**src/rtl/core/marker_packet_deframer_top_defines.svh**
```systemverilog
// ----------------------------------------------------------------------------
// Marker packet deframer assertion macros
// Concurrent checks that are compiled only for simulation.
// ----------------------------------------------------------------------------
`ifndef MARKER_PACKET_DEFRAMER_TOP_DEFINES_SVH
`define MARKER_PACKET_DEFRAMER_TOP_DEFINES_SVH

`ifndef SYNTHESIS

// Same-cycle implication, sampled on the rising clock edge.
`define MPD_ASSERT_NOW(lbl, clk, rst, ante, cons) \
   lbl: assert property (@(posedge clk) disable iff (rst) (ante) |-> (cons)) \
      else $error("deframer check failed");

// Next-cycle implication, sampled on the rising clock edge.
`define MPD_ASSERT_NEXT(lbl, clk, rst, ante, cons) \
   lbl: assert property (@(posedge clk) disable iff (rst) (ante) |=> (cons)) \
      else $error("deframer check failed");

`else

`define MPD_ASSERT_NOW(lbl, clk, rst, ante, cons)
`define MPD_ASSERT_NEXT(lbl, clk, rst, ante, cons)

`endif

`endif

```
**src/rtl/core/mpd_pkg.sv**
```systemverilog
// ----------------------------------------------------------------------------
// Marker packet deframer package
// Sizes, result kinds, marker characters and shared types.
// ----------------------------------------------------------------------------
`default_nettype none

package mpd_pkg;

   localparam int MAX_PAYLOAD = 64;
   localparam int CNT_W       = $clog2(MAX_PAYLOAD + 1);
   localparam int ADDR_W      = (MAX_PAYLOAD > 1) ? $clog2(MAX_PAYLOAD) : 1;

   typedef logic [1:0] kind_type;
   typedef logic [7:0] byte_type;

   localparam kind_type KIND_BYTE     = 2'd0;
   localparam kind_type KIND_EMPTY    = 2'd1;
   localparam kind_type KIND_TOO_LONG = 2'd2;

   localparam byte_type CHAR_Z     = 8'h5A;
   localparam byte_type CHAR_F     = 8'h46;
   localparam byte_type CHAR_SPACE = 8'h20;
   localparam byte_type CHAR_TAB   = 8'h09;

   function automatic logic is_blank(input byte_type b);
      return (b == CHAR_SPACE) || (b == CHAR_TAB);
   endfunction

endpackage

`default_nettype wire

```
**src/rtl/core/mpd_req_if.sv**
```systemverilog
// ----------------------------------------------------------------------------
// Deframer request channel
// Valid/ready channel carrying one received byte per beat.
// ----------------------------------------------------------------------------
`default_nettype none

interface mpd_req_if;
   logic              valid;
   logic              ready;
   mpd_pkg::byte_type rx_byte;

   modport source (output valid, output rx_byte, input ready);
   modport sink   (input valid, input rx_byte, output ready);
endinterface

`default_nettype wire

```
**src/rtl/core/mpd_rsp_if.sv**
```systemverilog
// ----------------------------------------------------------------------------
// Deframer response channel
// Valid/ready channel carrying one payload byte or packet status per beat.
// ----------------------------------------------------------------------------
`default_nettype none

interface mpd_rsp_if;
   logic              valid;
   logic              ready;
   mpd_pkg::kind_type kind;
   mpd_pkg::byte_type payload_byte;
   logic              last;

   modport source (output valid, output kind, output payload_byte, output last, input ready);
   modport sink   (input valid, input kind, input payload_byte, input last, output ready);
endinterface

`default_nettype wire

```
**src/rtl/core/marker_packet_deframer_top.sv**
```systemverilog
// ----------------------------------------------------------------------------
// Marker packet deframer
// Finds "ZZ" headers and "FF" trailers in a byte stream, buffers the payload
// in a single-port memory and replays it with blanks trimmed from both ends.
// ----------------------------------------------------------------------------
// Usage:
//   req_if carries one received byte per beat; rsp_if returns payload bytes
//   (kind 0, last set on the final one), one empty-packet beat (kind 1) or one
//   too-long beat (kind 2). A packet's beats all carry the trailer's last mark
//   on the final beat only.
//   A payload byte that follows a held-back 'F' is written from ST_WR2 after
//   the 'F', since both bytes go through the one memory write port. After the
//   trailer, each payload byte is read from the synchronous memory in ST_RD
//   and then loaded into the output register in ST_OUT. No new byte is taken
//   while a packet is replayed. Empty-packet and too-long beats are valid in
//   the cycle after the causing byte is taken; the first payload beat of a
//   packet follows ST_RD and ST_OUT.
//   Blank trimming costs nothing at replay time: the first and last non-blank
//   positions are tracked as bytes are written.
//   Reset clears the framing state and the output valid flag; the payload
//   memory needs no clearing, as only written entries are read.
//   When the receiver stalls, a finished result waits in the output register;
//   req_if.ready stays low and replay pauses until that beat is taken.
// ----------------------------------------------------------------------------
`default_nettype none

`include "marker_packet_deframer_top_defines.svh"

module marker_packet_deframer_top (
   input  wire logic clock,
   input  wire logic reset,
   mpd_req_if.sink   req_if,
   mpd_rsp_if.source rsp_if
);

   localparam logic [1:0] ST_IDLE = 2'd0;
   localparam logic [1:0] ST_WR2  = 2'd1;
   localparam logic [1:0] ST_RD   = 2'd2;
   localparam logic [1:0] ST_OUT  = 2'd3;

   localparam int CNT_W  = mpd_pkg::CNT_W;
   localparam int ADDR_W = mpd_pkg::ADDR_W;

   logic [1:0]         state_ff, state_in;
   logic               in_payload_ff, in_payload_in;
   logic               hdr_half_ff, hdr_half_in;
   logic               trl_half_ff, trl_half_in;
   logic [CNT_W-1:0]   count_ff, count_in;
   logic               seen_ff, seen_in;
   logic [ADDR_W-1:0]  first_ff, first_in;
   logic [ADDR_W-1:0]  last_ff, last_in;
   logic [ADDR_W-1:0]  rd_ptr_ff, rd_ptr_in;
   mpd_pkg::byte_type  hold_ff, hold_in;
   mpd_pkg::byte_type  rd_data_ff;

   logic               rsp_valid_ff;
   mpd_pkg::kind_type  rsp_kind_ff;
   mpd_pkg::byte_type  rsp_byte_ff;
   logic               rsp_last_ff;

   mpd_pkg::byte_type  payload_mem [mpd_pkg::MAX_PAYLOAD];

   logic               out_free;
   logic               accept;
   mpd_pkg::byte_type  rx;
   logic [CNT_W:0]     need_one;
   logic [CNT_W:0]     need_two;
   logic               too_long;
   logic               wr_en;
   logic [ADDR_W-1:0]  wr_addr;
   mpd_pkg::byte_type  wr_data;
   logic               rd_en;
   logic               out_load;
   mpd_pkg::kind_type  out_kind;
   mpd_pkg::byte_type  out_byte;
   logic               out_last;

   assign out_free     = !rsp_valid_ff || rsp_if.ready;
   assign req_if.ready = (state_ff == ST_IDLE) && out_free;
   assign accept       = req_if.valid && req_if.ready;
   assign rx           = req_if.rx_byte;
   assign wr_addr      = count_ff[ADDR_W-1:0];

   assign need_one = {1'b0, count_ff} + (CNT_W + 1)'(1);
   assign need_two = {1'b0, count_ff} + (CNT_W + 1)'(2);
   // A held 'F' plus the new byte need two free entries.
   assign too_long = trl_half_ff ? (need_two > (CNT_W + 1)'(mpd_pkg::MAX_PAYLOAD))
                                 : (need_one > (CNT_W + 1)'(mpd_pkg::MAX_PAYLOAD));

   always_comb begin
      state_in      = state_ff;
      in_payload_in = in_payload_ff;
      hdr_half_in   = hdr_half_ff;
      trl_half_in   = trl_half_ff;
      count_in      = count_ff;
      seen_in       = seen_ff;
      first_in      = first_ff;
      last_in       = last_ff;
      rd_ptr_in     = rd_ptr_ff;
      hold_in       = hold_ff;
      wr_en         = 1'b0;
      wr_data       = rx;
      rd_en         = 1'b0;
      out_load      = 1'b0;
      out_kind      = mpd_pkg::KIND_BYTE;
      out_byte      = 8'd0;
      out_last      = 1'b1;

      case (state_ff)
         ST_IDLE: begin
            if (accept) begin
               if (!in_payload_ff) begin
                  if (rx == mpd_pkg::CHAR_Z) begin
                     if (hdr_half_ff) begin
                        in_payload_in = 1'b1;
                        hdr_half_in   = 1'b0;
                        trl_half_in   = 1'b0;
                        count_in      = '0;
                        seen_in       = 1'b0;
                     end else begin
                        hdr_half_in = 1'b1;
                     end
                  end else begin
                     hdr_half_in = 1'b0;
                  end
               end else if (rx == mpd_pkg::CHAR_F) begin
                  if (trl_half_ff) begin
                     in_payload_in = 1'b0;
                     trl_half_in   = 1'b0;
                     count_in      = '0;
                     seen_in       = 1'b0;
                     if (seen_ff) begin
                        rd_ptr_in = first_ff;
                        state_in  = ST_RD;
                     end else begin
                        out_load = 1'b1;
                        out_kind = mpd_pkg::KIND_EMPTY;
                     end
                  end else begin
                     trl_half_in = 1'b1;
                  end
               end else if (too_long) begin
                  out_load      = 1'b1;
                  out_kind      = mpd_pkg::KIND_TOO_LONG;
                  in_payload_in = 1'b0;
                  hdr_half_in   = 1'b0;
                  trl_half_in   = 1'b0;
                  count_in      = '0;
                  seen_in       = 1'b0;
               end else if (trl_half_ff) begin
                  wr_en       = 1'b1;
                  wr_data     = mpd_pkg::CHAR_F;
                  trl_half_in = 1'b0;
                  hold_in     = rx;
                  state_in    = ST_WR2;
               end else begin
                  wr_en = 1'b1;
               end
            end
         end
         ST_WR2: begin
            wr_en    = 1'b1;
            wr_data  = hold_ff;
            state_in = ST_IDLE;
         end
         ST_RD: begin
            rd_en    = 1'b1;
            state_in = ST_OUT;
         end
         ST_OUT: begin
            if (out_free) begin
               out_load = 1'b1;
               out_byte = rd_data_ff;
               out_last = (rd_ptr_ff == last_ff);
               if (rd_ptr_ff == last_ff) begin
                  state_in = ST_IDLE;
               end else begin
                  rd_ptr_in = rd_ptr_ff + ADDR_W'(1);
                  state_in  = ST_RD;
               end
            end
         end
         default: begin
            state_in = ST_IDLE;
         end
      endcase

      // Track the trimmed span as the payload is written.
      if (wr_en) begin
         count_in = count_ff + CNT_W'(1);
         if (!mpd_pkg::is_blank(wr_data)) begin
            last_in = wr_addr;
            seen_in = 1'b1;
            if (!seen_ff) begin
               first_in = wr_addr;
            end
         end
      end
   end

   always_ff @(posedge clock) begin
      if (reset) begin
         state_ff      <= ST_IDLE;
         in_payload_ff <= 1'b0;
         hdr_half_ff   <= 1'b0;
         trl_half_ff   <= 1'b0;
         count_ff      <= '0;
         seen_ff       <= 1'b0;
         rsp_valid_ff  <= 1'b0;
      end else begin
         state_ff      <= state_in;
         in_payload_ff <= in_payload_in;
         hdr_half_ff   <= hdr_half_in;
         trl_half_ff   <= trl_half_in;
         count_ff      <= count_in;
         seen_ff       <= seen_in;
         if (out_load) begin
            rsp_valid_ff <= 1'b1;
         end else if (rsp_if.ready) begin
            rsp_valid_ff <= 1'b0;
         end
      end
   end

   always_ff @(posedge clock) begin
      first_ff  <= first_in;
      last_ff   <= last_in;
      rd_ptr_ff <= rd_ptr_in;
      hold_ff   <= hold_in;
      if (out_load) begin
         rsp_kind_ff <= out_kind;
         rsp_byte_ff <= out_byte;
         rsp_last_ff <= out_last;
      end
   end

   always_ff @(posedge clock) begin
      if (wr_en) begin
         payload_mem[wr_addr] <= wr_data;
      end
      if (rd_en) begin
         rd_data_ff <= payload_mem[rd_ptr_ff];
      end
   end

   assign rsp_if.valid        = rsp_valid_ff;
   assign rsp_if.kind         = rsp_kind_ff;
   assign rsp_if.payload_byte = rsp_byte_ff;
   assign rsp_if.last         = rsp_last_ff;

   `MPD_ASSERT_NOW(a_wr_in_range, clock, reset, wr_en,
      count_ff < CNT_W'(mpd_pkg::MAX_PAYLOAD))
   `MPD_ASSERT_NEXT(a_rd_then_out, clock, reset, state_ff == ST_RD, state_ff == ST_OUT)
   `MPD_ASSERT_NOW(a_replay_hunting, clock, reset,
      (state_ff == ST_RD) || (state_ff == ST_OUT), !in_payload_ff && !seen_ff)
   `MPD_ASSERT_NOW(a_rd_ptr_bound, clock, reset, state_ff == ST_RD, rd_ptr_ff <= last_ff)

endmodule

`default_nettype wire
```
**src/flat_wrapper.sv**
```systemverilog
// flat-port wrapper written by rule: the top's interface ports become plain ports
module marker_packet_deframer_top_flat 
  (clock, reset, req_if_valid, req_if_rx_byte, req_if_ready, rsp_if_valid, rsp_if_kind, rsp_if_payload_byte, rsp_if_last, rsp_if_ready);
  mpd_req_if req_if_i ();
  mpd_rsp_if rsp_if_i ();
  input  wire logic clock;
  input  wire logic reset;
  input wire logic [$bits(req_if_i.valid)-1:0] req_if_valid;
  input wire logic [$bits(req_if_i.rx_byte)-1:0] req_if_rx_byte;
  output wire logic [$bits(req_if_i.ready)-1:0] req_if_ready;
  output wire logic [$bits(rsp_if_i.valid)-1:0] rsp_if_valid;
  output wire logic [$bits(rsp_if_i.kind)-1:0] rsp_if_kind;
  output wire logic [$bits(rsp_if_i.payload_byte)-1:0] rsp_if_payload_byte;
  output wire logic [$bits(rsp_if_i.last)-1:0] rsp_if_last;
  input wire logic [$bits(rsp_if_i.ready)-1:0] rsp_if_ready;
  assign req_if_i.valid = req_if_valid;
  assign req_if_i.rx_byte = req_if_rx_byte;
  assign req_if_ready = req_if_i.ready;
  assign rsp_if_valid = rsp_if_i.valid;
  assign rsp_if_kind = rsp_if_i.kind;
  assign rsp_if_payload_byte = rsp_if_i.payload_byte;
  assign rsp_if_last = rsp_if_i.last;
  assign rsp_if_i.ready = rsp_if_ready;
  marker_packet_deframer_top u_core (.clock(clock), .reset(reset), .req_if(req_if_i), .rsp_if(rsp_if_i));
endmodule
```
**config.mk**
```make
export PLATFORM = sky130hd
export DESIGN_NAME = marker_packet_deframer_top_flat
export DESIGN_NICKNAME = d
export VERILOG_FILES = /design/src/rtl/core/mpd_pkg.sv /design/src/rtl/core/mpd_req_if.sv /design/src/rtl/core/mpd_rsp_if.sv /design/src/rtl/core/marker_packet_deframer_top.sv /design/src/flat_wrapper.sv
export VERILOG_INCLUDE_DIRS = /design/src /design/src/rtl/core
export SDC_FILE = /design/constraint.sdc
export NUM_CORES = 1
export LEC_CHECK = 0
export BUFFER_PORTS_ARGS = -buffer_cell sky130_fd_sc_hd__buf_2
export CAP_MARGIN = 15
export CORE_MARGIN = 2
export CORE_UTILIZATION = 48
export CTS_CLUSTER_DIAMETER = 60
export CTS_CLUSTER_SIZE = 40
export DETAILED_ROUTE_END_ITERATION = 10
export PLACE_DENSITY = 0.67
export SYNTH_ARGS = -nofsm -noshare
export SYNTH_HDL_FRONTEND = slang
export SYNTH_SLANG_ARGS = --single-unit
```
**constraint.sdc**
```tcl
create_clock -name clock -period 7 [get_ports clock]
set_clock_uncertainty 0.15 [all_clocks]
set_input_delay 1.4 -clock clock [delete_from_list [all_inputs] [get_ports clock]]
set_output_delay 1.4 -clock clock [all_outputs]
set_load 0.02 [all_outputs]
```
* After elaboration in Yosys (flattened, before gate mapping) *
Memory sizes are Yosys's and may differ from the RTL's. A register that Yosys moved wholly into a read port is not among the register bits.
Cells that the tools add are included.

word-level totals
  bits in registers = 51
  RAM bits = 512
  bits of input ports = 12
  output and inout bits = 13
  word-level logic and storage cells = 151
  memories kept = 1

memories
  name                words  bits a word  rd ports  clocked after Yosys merged registers in  wr ports  line                              RTL
  u_core.payload_mem  64     8            1         1                                        1         marker_packet_deframer_top.sv:61  mpd_pkg::byte_type payload_mem [mpd_pkg::MAX_PAYLOAD];

cells by class
  $add $sub $neg = 4
  magnitude comparators = 2
  equality and inequality tests = 21
  mux-type cells = 80
  bitwise gates (word level) = 4
  reduce and logical (&&, ||, !) cells = 25

operators with widths
  operator                                                                          number
  7-bit 2-to-1 mux                                                                  9
  1-bit 2-to-1 mux                                                                  42
  6-bit 2-to-1 mux                                                                  7
  8-bit 2-to-1 mux                                                                  5
  2-bit 2-to-1 mux                                                                  12
  6-bit AND reduction                                                               3
  8-bit by 7-bit equality test with 1-bit output (second input constant)            2
  8-bit by 7-bit greater-than comparator with 1-bit output (second input constant)  2
  8-bit one-hot mux with 2 select lines                                             1
  6-bit one-hot mux with 2 select lines                                             1
  2-bit nonzero test                                                                6
  2-bit by 1-bit != test with 1-bit output (second input constant)                  5
  7-bit by 1-bit adder with 8-bit output (second input constant)                    1
  7-bit by 2-bit adder with 8-bit output (second input constant)                    1
  8-bit by 4-bit equality test with 1-bit output (second input constant)            1
  8-bit by 6-bit equality test with 1-bit output (second input constant)            1
  2-bit != test (second input constant)                                             4
  4-bit != test (second input constant)                                             2
  2-bit one-hot mux with 4 select lines                                             1
  4-bit AND reduction                                                               2
  8-bit AND reduction                                                               1
  7-bit by 1-bit adder with 7-bit output (second input constant)                    1
  6-bit by 1-bit adder with 6-bit output (second input constant)                    1
  6-bit equality test                                                               1
  other kinds (13)                                                                  24

* Depth between registers and ports, before layout *
  depth in word-level cells = 12
  mapped depth = 11
  gate-level depth less buffers = 8

* Worst setup path before layout *
Ideal clock, no wire load.

  path kind = input to register
  start point = input port rsp_if_ready
  end point = memory u_core.payload_mem[0][7] (netlist name), data pin
  library setup time = 702 ps
  data arrival time = 4596 ps
  data required time = 6148 ps
  setup slack = 1552 ps
  cell stages on the path = 5
  path buffers = 0
  cell sequence = nand2b_1 nand4_1 nor2_1 and3_1 o21ai_0

on the way
  longest elaborated chain between the ends = 5

ends and longest elaborated chain
  item                                   line                               RTL
  from (decl)                            flat_wrapper.sv:15                 input wire logic [$bits(rsp_if_i.ready)-1:0] rsp_if_ready;
  1-bit logical OR                       marker_packet_deframer_top.sv:78   assign out_free = !rsp_valid_ff || rsp_if.ready;
  1-bit logical AND                      marker_packet_deframer_top.sv:79   assign req_if.ready = (state_ff == ST_IDLE) && out_free;
  1-bit logical AND                      marker_packet_deframer_top.sv:80   assign accept = req_if.valid && req_if.ready;
  8-bit 2-to-1 mux                       marker_packet_deframer_top.sv:111  if (accept) begin
  8-bit one-hot mux with 2 select lines  marker_packet_deframer_top.sv:109  case (state_ff)
  named net u_core.wr_data[7]            marker_packet_deframer_top.sv:71   mpd_pkg::byte_type wr_data;
  to (decl)                              marker_packet_deframer_top.sv:61

The timed path passes the listed nets, and every way through them passes these cells.

* Worst setup path in the final report *
  start point = register u_core.count_ff[2]
  end point = memory u_core.payload_mem[51][7] (netlist name), enable pin

on the way
  longest elaborated chain between the ends = 10
  elaborated cells on any way between the ends = 12
  those cells by class = add/sub: 2; order compare: 2; mux: 8

ends and longest elaborated chain
  item                                                                                                     line                                                                RTL
  from (decl)                                                                                              marker_packet_deframer_top.sv:48                                    logic [CNT_W-1:0] count_ff, count_in;
  from (signal assigned)                                                                                   marker_packet_deframer_top.sv:215                                   count_ff <= count_in;
  7-bit by 1-bit adder with 8-bit output / 7-bit by 2-bit adder with 8-bit output (equally long branches)  marker_packet_deframer_top.sv:84, marker_packet_deframer_top.sv:85
  8-bit by 7-bit greater-than comparator with 1-bit output (on tied branches)                              marker_packet_deframer_top.sv:88, marker_packet_deframer_top.sv:87
  1-bit 2-to-1 mux                                                                                         marker_packet_deframer_top.sv:87                                    assign too_long = trl_half_ff ? (need_two > (CNT_W + 1)'(mpd_pkg::MAX_PAYLOAD))
  1-bit 2-to-1 mux                                                                                         marker_packet_deframer_top.sv:142                                   end else if (too_long) begin
  1-bit 2-to-1 mux                                                                                         marker_packet_deframer_top.sv:126                                   end else if (rx == mpd_pkg::CHAR_F) begin
  1-bit 2-to-1 mux                                                                                         marker_packet_deframer_top.sv:112                                   if (!in_payload_ff) begin
  1-bit 2-to-1 mux                                                                                         marker_packet_deframer_top.sv:111
  1-bit one-hot mux with 2 select lines                                                                    marker_packet_deframer_top.sv:109
  1-bit 2-to-1 mux                                                                                         marker_packet_deframer_top.sv:238                                   if (wr_en) begin
  1-bit 2-to-1 mux (implied by the code)                                                                   marker_packet_deframer_top.sv:239                                   payload_mem[wr_addr] <= wr_data;

Parallel ways exist; a longest one is shown, timed or not.

==> results by group <==
Floorplanning
  – Die Wd: about 220 um
  – Initial core utilization: 0.487
  – Die H: about 220 um
  – Std-Cell Rows: 79
  – Number of I/O pins: 25
  – Area of the core: between 40000 and 50000 um2
  – Area of the die: slightly below 50000 um2

Final layout
  – Number of non-filler instances in the completed layout: ~1700
  – Net count reported at finish: roughly 1100
  – Fraction of final layout cells with drive strength greater than 1: 0.258
  – Synthesis-to-finish area growth: 9.40%
  – Number of filler instances in the final layout: 3544
  – Most common library cell in the layout ignoring fill and taps: sky130_fd_sc_hd__edfxtp_1
  – Seq. cell area: around 17000 um2
  – Footprint of the multi-input gates: about 5400 um2
  – Final core utilization: 0.533
  – Most used cells in the layout excluding fill and tap cells: sky130_fd_sc_hd__edfxtp_1, sky130_fd_sc_hd__mux4_2, sky130_fd_sc_hd__nor2_1, sky130_fd_sc_hd__clkbuf_16, sky130_fd_sc_hd__nand2_1

Timing
  – Setup repair after global routing missed its margin: false
  – Sum Neg Setup Slack: 0 ns
  – Final-report hold violation count: 0
  – Transition time of the tightest slew-check pin: a little under 1 ns
  – Minimum period implied by the final worst setup slack: approximately 4.5 ns
  – Number of setup violations in the final report: 0
  – Normalized max-slew margin: 0.338
  – Max-slew violation total from the final report: 0
  – Fmax: roughly 0.22 GHz
  – Final cycle utilization of the critical path: 0.642

Critical path
  – CP Max Fanout: 21
  – CP max stage cell: sky130_fd_sc_hd__nor2_1
  – Cell count of the worst reg-to-reg path: 8
  – Sort of element at the end of the critical path: register
  – Type of the setup path with the least slack: reg2reg
  – Terminus of the critical flop-to-flop path: u_core.payload_mem[51][7]$_DFFE_PP_
  – Data arrival time of the worst path: 4.56 ns
  – Data required, critical path: between 7 and 8 ns
  – Startpoint of the worst register-to-register path: u_core.count_ff[2]$_SDFFE_PP0P_
  – Worst R2R Setup Slack: ~2.5 ns
  – Type of element launching the critical path: register
  – Critical path, cell by cell: ha_1 -> xnor2_1 -> nand4b_1 -> o211ai_2 -> a21oi_1 -> o31a_1 -> nand3b_1 -> nor2_1
  – Peak per-stage delay on the critical path: approximately 0.84 ns

Clocking
  – Number of sinks on the clock net: around 570
  – Latest clock arrival within the worst-skew pair: approximately 0.60 ns
  – H-tree levels: 2
  – TritonCTS clock tree: yes
  – Resize count post-CTS: 0
  – Number of buffers on the longest clock path: 3
  – # Post-CTS Setup Buffers: 0
  – CTS Buf Count: 38
  – Root buffer cell: sky130_fd_sc_hd__clkbuf_16
  – CTS hold repair buffers: 0
  – Clock Pin Slew Worst Setup and Hold Paths: around 0.09 ns

Drt
  – First-pass iteration count of the detailed router: 8
  – Residual DRC count: 8
  – Initial DRC Count: approximately 1300
  – Average routed wire per standard cell: 29.2 um
  – Vias after detailed routing: about 11000
  – Via density: around 6.3
  – Total Wirelength: a little over 50000 um
  – Post-detailed-route count of antenna-violating nets: 0

Place
  – HPWL Detailed: between 30000 and 40000 um
  – Last weighted congestion value of the routability-driven placer: a little over 0.8
  – Number of placed instances, taps included: between 1500 and 2000
  – PortBufs: 24

Logic synthesis
  – Number of distinct library cell variants in the gate-level netlist after synthesis: approximately 60
  – Cells after synthesis: 1077
  – Post-synthesis cell type with the largest combined area: sky130_fd_sc_hd__edfxtp_1
  – Flops & latches, synth: ~570
  – Number of warnings printed during yosys synthesis: 0
  – Post-synthesis area per instance: between 20 and 25 um2
  – Proportion of synthesized chip area in sequential cells: 0.749
  – Largest cells by area after synthesis: sky130_fd_sc_hd__edfxtp_1, sky130_fd_sc_hd__mux4_2, sky130_fd_sc_hd__nor2_1
  – Net count after synthesis: 1100
  – Count of flip-flops with a built-in enable after synthesis: around 560
  – Top cell type's share of synthesized area: 0.736
  – Primary flip-flop cell chosen by synthesis mapping: sky130_fd_sc_hd__edfxtp_1
  – Total standard cell area after synthesis: roughly 23000 um2
  – Share of synthesized flip-flops with an asynchronous set or reset: 0

Global route
  – Vias in the first global route: ~11000
  – Pin count of the biggest net entering global routing: between 100 and 150
  – GRT Residual Overflow: 0
  – Tot GR Track Use: 0.208
  – Initial antenna violation count: 5
  – First-pass GRT wire length: 74100 um

Worst hold path
  – Hold/Removal Path Class: reg2reg
  – Min-Delay Path Depth: 2
  – Min-Delay Endpoint: u_core.rd_ptr_ff[0]$_DFFE_PP_
  – Hold Startpoint: u_core.first_ff[0]$_DFFE_PP_

Status
  – Violations in the final reports: DRC
  – Run status: complete, but fails checks

Pwr
  – Leak pwr: 7.61 nW
  – Total power divided by cell area: 264 nW/um2
  – Peak supply drop: roughly 0.17 mV

Job
  – Maximum capacitance violations: 0
[state kept, by name, indices dropped and copies added (netlist names), 2 cells and up]
name                        flops
u_core.rd_ptr_ff                6
u_core.payload_mem            512
u_core.last_ff                  6
u_core.state_ff                 2
u_core.rd_data_ff               8
u_core.rsp_if.kind              2
u_core.first_ff                 6
u_core.rsp_if.payload_byte      8
u_core.count_ff                 7
u_core.hold_ff                  8
[cells in the mapped netlist (6+ instances only)]
master / instances
sky130_fd_sc_hd__buf_1: 13
sky130_fd_sc_hd__a21oi_1: 18
sky130_fd_sc_hd__edfxtp_1: 557
sky130_fd_sc_hd__and3_1: 12
sky130_fd_sc_hd__nor2_1: 79
sky130_fd_sc_hd__nand2_1: 26
sky130_fd_sc_hd__dfxtp_1: 14
sky130_fd_sc_hd__o21ai_0: 7
sky130_fd_sc_hd__inv_1: 13
sky130_fd_sc_hd__xor2_1: 6
sky130_fd_sc_hd__nand3_1: 13
sky130_fd_sc_hd__mux4_2: 168
sky130_fd_sc_hd__ha_1: 11
sky130_fd_sc_hd__xnor2_1: 6
sky130_fd_sc_hd__clkbuf_1: 21
sky130_fd_sc_hd__buf_2: 17
[kinds of logic after synthesis]
family / count (synthesis) / share of synthesized area
xor+xnor: 12 / 0.00463
compound gates: 63 / 0.0196
simple gates: 178 / 0.0387
buf+inv: 72 / 0.0147
fa+ha+maj: 11 / 0.00606
flops: 571 / 0.749
mux: 170 / 0.168
[layout make-up]
class	instances	area share
Tap cell	607	0.0306
Timing Repair Buffer	35	0.00957
Clock inverter	26	0.0144
Clock buffer	41	0.0400
Multi-Input combinational cell	434	0.219
Inverter	13	0.00196
Sequential cell	571	0.684
Antenna cell	1	0.000101
[through the flow]
stage | hold slack, ns | instance area, um2 | worst slack (ns) | power, W
2_1_floorplan | 0.277 | 22700 | 1.55 | 0.00405
3_3_place_gp | 0.354 | 23500 | 2.16 | 0.00416
3_5_place_dp | 0.372 | 23500 | 2.14 | 0.00417
4_1_cts | 0.391 | 24800 | 2.60 | 0.00659
5_1_grt | 0.406 | 24800 | 2.22 | 0.00672
6_report | 0.386 | 24800 | 2.50 | 0.00655
[worst max path at each step]
stage               slack (ns)                                  end                       startpoint  cells after the start
floorplan                 1.55   u_core.payload_mem[0][7]$_DFFE_PP_                     rsp_if_ready                      5
global route              2.22  u_core.payload_mem[19][2]$_DFFE_PP_  u_core.count_ff[1]$_SDFFE_PP0P_                      8
detailed placement        2.14  u_core.payload_mem[33][1]$_DFFE_PP_                     rsp_if_ready                      6
global placement          2.16  u_core.payload_mem[19][1]$_DFFE_PP_                     rsp_if_ready                      6
CTS                       2.60  u_core.payload_mem[51][7]$_DFFE_PP_  u_core.count_ff[2]$_SDFFE_PP0P_                      8
finish                    2.50  u_core.payload_mem[51][7]$_DFFE_PP_  u_core.count_ff[2]$_SDFFE_PP0P_                      8
[critical path: cells and delay by family (launching register included)]
kind                     cells  cell delay (ns)
AO/OA/AOI/OAI                3             1.07
XOR/XNOR                     1             0.16
adder cells (fa/ha/maj)      1             0.38
flip-flops                   1             0.56
AND/OR/NAND/NOR              3             1.80
[power breakdown]
| part | leakage [nW] | internal (W) | total, W | switching [W] |
|---|---|---|---|---|
| combinational | 1.81 | 0.0000690 | 0.000266 | 0.000197 |
| clock | 0.661 | 0.00122 | 0.00246 | 0.00125 |
| sequential | 5.14 | 0.00381 | 0.00382 | 0.0000114 |
[metal layers]
layer  vias up  track usage  wire length (um)
met4         8       0.0628              1440
met2       518        0.317             23600
met5         -            0                55
met1      5681        0.297             20900
met3        98       0.0583              4530
li1       4514            -                 -
Power figures use the tool's default switching activity.
